### src/hw/rtl/udiv_pkg.sv
// Shared types for the unsigned divider.
// No dependencies; imported by the sequencer, the datapath and the top level.
`default_nettype none

package udiv_pkg;

  // Per-cycle control from the sequencer to the shift-subtract datapath.
  typedef struct packed {
    logic load;  // capture a new item's operands
    logic step;  // run one restoring shift-subtract step
  } udiv_ctrl_t;

endpackage

`default_nettype wire

### src/hw/rtl/udiv_sequencer.sv
// Step sequencer for the unsigned divider: busy flag, step counter, done strobe.
// Depends on udiv_pkg.
`default_nettype none

module udiv_sequencer #(
  parameter int DATA_WIDTH = 64
) (
  input  wire                  clk,
  input  wire                  rst,
  input  wire                  start,
  output logic                 busy,
  output logic                 done,
  output udiv_pkg::udiv_ctrl_t ctrl
);
  import udiv_pkg::*;

  localparam int CNT_W = $clog2(DATA_WIDTH + 1);

  logic [CNT_W-1:0] count;
  logic             accept;
  logic             last;

  assign accept    = start && !busy;
  assign last      = busy && (count == CNT_W'(1));
  assign ctrl.load = accept;
  assign ctrl.step = busy;

  always_ff @(posedge clk) begin
    if (rst) begin
      busy  <= 1'b0;
      done  <= 1'b0;
      count <= '0;
    end else begin
      done <= last;
      if (accept) begin
        busy  <= 1'b1;
        count <= CNT_W'(DATA_WIDTH);
      end else if (busy) begin
        count <= count - CNT_W'(1);
        if (last) begin
          busy <= 1'b0;
        end
      end
    end
  end

endmodule

`default_nettype wire

### src/hw/rtl/udiv_datapath.sv
// Restoring radix-2 divide datapath: one shared subtractor, one quotient bit per step.
// Depends on udiv_pkg.
`default_nettype none

module udiv_datapath #(
  parameter int DATA_WIDTH = 64
) (
  input  wire                   clk,
  input  udiv_pkg::udiv_ctrl_t  ctrl,
  input  wire  [DATA_WIDTH-1:0] dividend,
  input  wire  [DATA_WIDTH-1:0] divisor,
  output logic [DATA_WIDTH-1:0] quotient,
  output logic [DATA_WIDTH-1:0] remainder,
  output logic                  divide_by_zero
);
  import udiv_pkg::*;

  logic [DATA_WIDTH-1:0] rem;
  logic [DATA_WIDTH-1:0] quo;
  logic [DATA_WIDTH-1:0] den;
  logic                  dz;

  logic [DATA_WIDTH:0]   partial;
  logic [DATA_WIDTH:0]   diff;
  logic                  fits;

  // Shift the next dividend bit into the partial remainder, trial subtract.
  assign partial = {rem, quo[DATA_WIDTH-1]};
  assign diff    = partial - {1'b0, den};
  assign fits    = (partial >= {1'b0, den});

  // A zero divisor always fits: quotient ends all ones, remainder = dividend.
  always_ff @(posedge clk) begin
    if (ctrl.load) begin
      rem <= '0;
      quo <= dividend;
      den <= divisor;
      dz  <= (divisor == '0);
    end else if (ctrl.step) begin
      rem <= fits ? diff[DATA_WIDTH-1:0] : partial[DATA_WIDTH-1:0];
      quo <= {quo[DATA_WIDTH-2:0], fits};
    end
  end

  assign quotient       = quo;
  assign remainder      = rem;
  assign divide_by_zero = dz;

endmodule

`default_nettype wire

### src/hw/rtl/unsigned_divide_with_remainder_core.sv
// Top level of the iterative unsigned divider with remainder.
// Depends on udiv_pkg, udiv_sequencer and udiv_datapath.
`default_nettype none

// Unsigned DATA_WIDTH-bit divider. Raise start with dividend and divisor
// valid; the item is taken at the clock edge where start is high and busy
// is low, and busy then stays high while the item is worked on. One
// restoring shift-subtract step runs per cycle on a single shared
// subtractor, so an item needs DATA_WIDTH steps: done pulses for one cycle
// once the last step has run, and the next item can be taken in that same
// done cycle. quotient, remainder and divide_by_zero are valid only while
// done is high and the receiver must take them then; there is no
// back-pressure. A zero divisor sets divide_by_zero, returns an all-ones
// quotient and passes the dividend through as remainder.
module unsigned_divide_with_remainder_core #(
  parameter int DATA_WIDTH = 64
) (
  input  wire                   clk,
  input  wire                   rst,
  input  wire                   start,
  output logic                  busy,
  input  wire  [DATA_WIDTH-1:0] dividend,
  input  wire  [DATA_WIDTH-1:0] divisor,
  output logic                  done,
  output logic [DATA_WIDTH-1:0] quotient,
  output logic [DATA_WIDTH-1:0] remainder,
  output logic                  divide_by_zero
);
  import udiv_pkg::*;

  udiv_ctrl_t ctrl;

  // Sequencer: accepts items, counts steps, strobes done.
  udiv_sequencer #(
    .DATA_WIDTH (DATA_WIDTH)
  ) u_seq (
    .clk   (clk),
    .rst   (rst),
    .start (start),
    .busy  (busy),
    .done  (done),
    .ctrl  (ctrl)
  );

  // Datapath: partial remainder, quotient shifter and divisor register.
  udiv_datapath #(
    .DATA_WIDTH (DATA_WIDTH)
  ) u_dp (
    .clk            (clk),
    .ctrl           (ctrl),
    .dividend       (dividend),
    .divisor        (divisor),
    .quotient       (quotient),
    .remainder      (remainder),
    .divide_by_zero (divide_by_zero)
  );

  // done only ever follows a cycle of work
  a_done_after_busy: assert property (@(posedge clk) disable iff (rst)
    done |-> $past(busy))
    else $error("done without a preceding busy cycle");

  // an accepted item starts the step sequence
  a_accept_busy: assert property (@(posedge clk) disable iff (rst)
    (start && !busy) |=> (busy && !done))
    else $error("accepted item did not start the sequence");

  // zero divisor yields an all-ones quotient
  a_dz_quotient: assert property (@(posedge clk) disable iff (rst)
    (done && divide_by_zero) |-> (quotient == '1))
    else $error("zero divisor without all-ones quotient");

endmodule

`default_nettype wire

### config.mk
export PLATFORM = sky130hd
export DESIGN_NAME = unsigned_divide_with_remainder_core
export DESIGN_NICKNAME = d
export VERILOG_FILES = /design/src/hw/rtl/udiv_pkg.sv /design/src/hw/rtl/udiv_sequencer.sv /design/src/hw/rtl/udiv_datapath.sv /design/src/hw/rtl/unsigned_divide_with_remainder_core.sv
export SDC_FILE = /design/constraint.sdc
export NUM_CORES = 1
export LEC_CHECK = 0
export ABC_AREA = 1
export BUFFER_PORTS_ARGS = -buffer_cell sky130_fd_sc_hd__buf_2
export CORE_MARGIN = 5
export CORE_UTILIZATION = 45
export DETAILED_ROUTE_END_ITERATION = 8
export PLACE_DENSITY = 0.67
export SLEW_MARGIN = 10
export SYNTH_ARGS = -nofsm -noshare
export SYNTH_HDL_FRONTEND = slang
export SYNTH_SLANG_ARGS = --single-unit
export TNS_END_PERCENT = 10
### constraint.sdc
create_clock -name clk -period 9 [get_ports clk]
set_input_delay 2.7 -clock clk [delete_from_list [all_inputs] [get_ports clk]]
set_output_delay 2.7 -clock clk [all_outputs]
set_load 0.05 [all_outputs]
---- Word level (Yosys, flattened, before mapping) ----
Index checks and enable logic that the tools add are counted.
storage, ports and cells
  input bits .............................. 131
  logic and storage cells ................. 26
  output and inout port bits .............. 131
  register bits ........................... 202
operators by class
  equal/unequal tests ..................... 1
  order comparisons ....................... 1
  muxes and demuxes ....................... 8
  $add $sub $neg .......................... 2
  reductions and logical operators ........ 6
operators with widths
  operator             number
  $mux 64              3
  $ge 65x64->1         1
  $logic_not 64->1     1
  $sub 64x64->64       1
  $mux 7               2
  $eq 7x1->1 const B   1
  $sub 7x1->7 const B  1
  $mux 1               3
  $logic_and 1x1->1    2
  $reduce_bool 2->1    1
  $reduce_or 2->1      1
  $logic_not 1->1      1

---- Depth between registers and ports, before layout ----
  depth after elaboration ................. 5
  gate-level depth with buffers ........... 19
  depth with buffers taken out ............ 18

---- Hierarchy ----
Synthesis repeated with hierarchy kept, for this count alone.
second synthesis, totals
  cells, all modules ...................... 2213
  area total of the unflattened synthesis .. 14627.8 um2
by module, submodules not included
  module          area each (um2)  instances  seq. area each (um2)  cells an instance
  udiv_datapath   14181.1          1          5154.9                2148
  udiv_sequencer  446.7            1          180.2                 65

---- Worst setup path after synthesis ----
Ideal clock, no wire load.
  kind .................................... input port to flip-flop
  from .................................... input start
  to ...................................... register u_dp.quo[0], in the netlist u_dp.quotient[0] (enable)
  arrival ................................. 4.895 ns
  stages .................................. 3
  buffers on the path ..................... 1
  setup time .............................. 0.454 ns
  path slack .............................. 3.651 ns
  data required time ...................... 8.546 ns
  cell sequence ........................... nor2_1 > inv_1 > clkbuf_1
on the way
  longest elaborated chain between the ends .. 2
RTL lines
  item                         RTL line                                   source
  start: declaration           unsigned_divide_with_remainder_core.sv:20  input wire start,
  $logic_and 1x1->1            udiv_sequencer.sv:23                       assign accept = start && !busy;
  $reduce_bool 2->1 (no line)  --
  end signal: assignment       udiv_datapath.sv:36                        quo <= dividend;
  end signal: assignment       udiv_datapath.sv:41                        quo <= {quo[DATA_WIDTH-2:0], fits};
  end: declaration             udiv_datapath.sv:19                        logic [DATA_WIDTH-1:0] quo;
No other way between the ends.
A chain may end at the register's enable or synchronous reset.

---- Final worst setup path ----
  from .................................... input start
  to ...................................... register u_dp.den[51] (enable)
on the way
  longest elaborated chain between the ends .. 1
RTL lines
  item                    RTL line              source
  $logic_and 1x1->1       udiv_sequencer.sv:23
  end signal: assignment  udiv_datapath.sv:37   den <= divisor;
  end: declaration        udiv_datapath.sv:20   logic [DATA_WIDTH-1:0] den;
No other way between the ends.

==> flow_summary.yaml <==
status:
  outcome: "finished clean"
drt:
  wl_per_cell_um: 16.7
  drt_iter0_drc: 1008
  drtPass1Iterations: 6
  drc: 0
  via_per_inst: 4.91
  wirelength_mm: 48.1
  num_vias: 14200
  ant_nets: 0
timing:
  fin_crit_ps: 4470
  relSlewSlack: 0.265
  setup_viol: 0
  hold_viol: 0
  drv_slew: 0
  tns_ps: 0
  setup_ws_ps: 4530
  worst_pin_slew_ps: 1100
  finalCritPeriodShare: 0.497
  rsz0062_at_grt: "false"
  max_freq_mhz: 224
  final.setup_skew_ps: 17.4
layout:
  final_cell_mix: "nand2_1, inv_1, buf_2"
  final_cells: 2884
  final_common_cell: "nand2_1"
  fin_nets: 2663
  num_antenna_cells: 0
  drive_gt1_frac: 0.140
  fin_util: 0.530
  area_delta_synth_final_pct: 15.7
setup_path:
  path_buf_inv: 4
  start_kind: "input pin"
  r2r-start: "u_dp.remainder[49]$_SDFFE_PP0P_"
  cp_slowest_cell: "buf_4"
  slowest_delay_ps: 860
  crit_family: "buffers and inverters"
  crit_chain: "buf_2, nand2_2, buf_4, inv_4, buf_4"
  path_common_cell: "buf_4"
  critPathKind: "input pin to register"
  end_kind: "register"
  cp_data_arrival_time_ps: 4620
  critPathMaxFanout: 91
  crit_start: "start"
  critPathRequiredTime_ps: 9140
floorplan:
  start_util: 0.458
  die_w_um: 190
  core-area_mm2: 0.0317
  num_rows: 65
  die_height_um: 190
  num_io_pins: 262
  design.die.area_mm2: 0.0360
global_route:
  grt_overflow: 0
  grt_usage: 0.263
  grt_pass1_wl_mm: 75.4
  antenna_found_initial: 3
  grt_pass1_vias: 13800
  grt_start_max_net_pins: 92
clocking:
  cts_resized: 0
  clk_pin_slew_ps: 60
  htreeDepth: 1
  cts_sinks: 202
  cts.path.max_buffers: 3
  cts_setup_buffers: 0
  cts_tree: "built"
  ctsHoldBuffers: 0
  cts_buffers: 23
  clk_root_buffer_cell: "clkbuf_16"
  clk_latency_ps: 530
placed_design:
  place.gp.congestion: 0.972
  hpwl_mm: 38.9
  place_ws_ps: 3940
  numPortBuffers: 261
  dp_cells: 2842
power:
  pwr_density_cell_mw_per_mm2: 262
  ir_drop_v: 0.000139
  p_leak_uw: 0.00942
  total_power_uw: 4410
worst_hold_path:
  min-delay-start: "u_dp.remainder[45]$_SDFFE_PP0P_"
  min-delay-path-class: "register to register"
yosys:
  mappedNetlistArea_mm2: 0.0145
  yosysTopAreaCellShare: 0.267
  synth_area_leaders: "edfxtp_1, nand2_1, inv_1"
  yosysSeqAreaShare: 0.367
  synth_top_area_cell: "edfxtp_1"
  syn_inst: 2221
  avgSynthCellArea_um2: 6.54
  ys_warn_count: 0
  syn-num-nets: 2419
  synth_cell_types: 36
  ys_seq_elements: 202
run:
  cap_violations: 0
## tightest hold or removal path, delay by kind of cell, from the launching register on
kind | cells | cell delay (ps)
AND/OR/NAND/NOR | 2 | 110
flip-flops | 1 | 330
## cell usage after synthesis
cell and instances:
buf_1 5, a211oi_1 1, inv_1 443, nand4_1 19, nor3b_1 1, xor2_1 3
a21oi_1 51, ha_1 66, a31oi_1 1, dfxtp_1 73, nor2_1 120, nand3b_1 37
nand2_4 3, or2_2 4, nand3_1 143, xnor2_1 29, edfxtp_1 129, nor3_1 11
and2_1 5, nand3_2 11, nor3_2 1, nor4_1 20, clkbuf_1 19, fa_1 1
nand2_1 922, o21ai_0 32, clkinv_1 1, nor2_2 10, o21ai_1 11, nand2_2 5
buf_2 10, inv_2 9, buf_6 8, o21bai_1 7, nor2_4 4, buf_4 6
## cells by family after synthesis
| group | Yosys count | synth area share |
|---|---|---|
| DFF | 202 | 0.367 |
| adders and majority gates | 67 | 0.0582 |
| xor gates and xnor gates | 32 | 0.0193 |
| and+or+nand+nor | 1316 | 0.383 |
| AOI/OAI and AO/OA | 103 | 0.0369 |
| buffers and inverters | 501 | 0.136 |
## final timing paths
kind	slack (ps)	depth (start not counted)	endpoint
hold reg to reg	490	2	u_dp.remainder[45]$_SDFFE_PP0P_
setup / recovery	4530	5	u_dp.den[51]$_DFFE_PP_
setup reg to reg	5190	12	u_dp.remainder[51]$_SDFFE_PP0P_
hold / removal	490	2	u_dp.remainder[45]$_SDFFE_PP0P_
## sequential cells by signal, indices dropped and copies added (netlist names)
name,flops
u_seq.busy,1
u_seq.count,7
u_dp.remainder,64
u_dp.divide_by_zero,1
u_seq.done,1
u_dp.quotient,64
u_dp.den,64
## report_power, final
group | internal (µW) | switching [µW] | total [µW]
combinational | 656 | 1610 | 2270
clock | 496 | 377 | 873
sequential | 1150 | 119 | 1270
## layout make-up
type / instances / area [µm²]
sequential: 202 / 5340
multi-input combinational: 1518 / 7230
clock inverter: 14 / 91.3
tap: 402 / 503
inverter: 453 / 1700
fill: 3293 / 14900
clock buffer: 28 / 594
timing repair buffer: 267 / 1350
## layer usage
| metal | share of wire | wire [µm] | GRT usage | vias to the layer above |
|---|---|---|---|---|
| met3 | 0.066 | 3180 | 0.0479 | 59 |
| li1 | - | - | - | 7302 |
| met1 | 0.44 | 21400 | 0.350 | 6329 |
| met2 | 0.46 | 22300 | 0.447 | 456 |
| met5 | 0.00071 | 34 | 0 | - |
| met4 | 0.024 | 1140 | 0.0620 | 6 |
## through the flow
stage	hold slack, ps	cell area (µm²)
6_report	485	16800
5_1_grt	510	16800
4_1_cts	487	16800
3_5_place_dp	476	16100
3_3_place_gp	469	16100
2_1_floorplan	454	14500
Note: power is estimated with default switching activity, not from simulation.
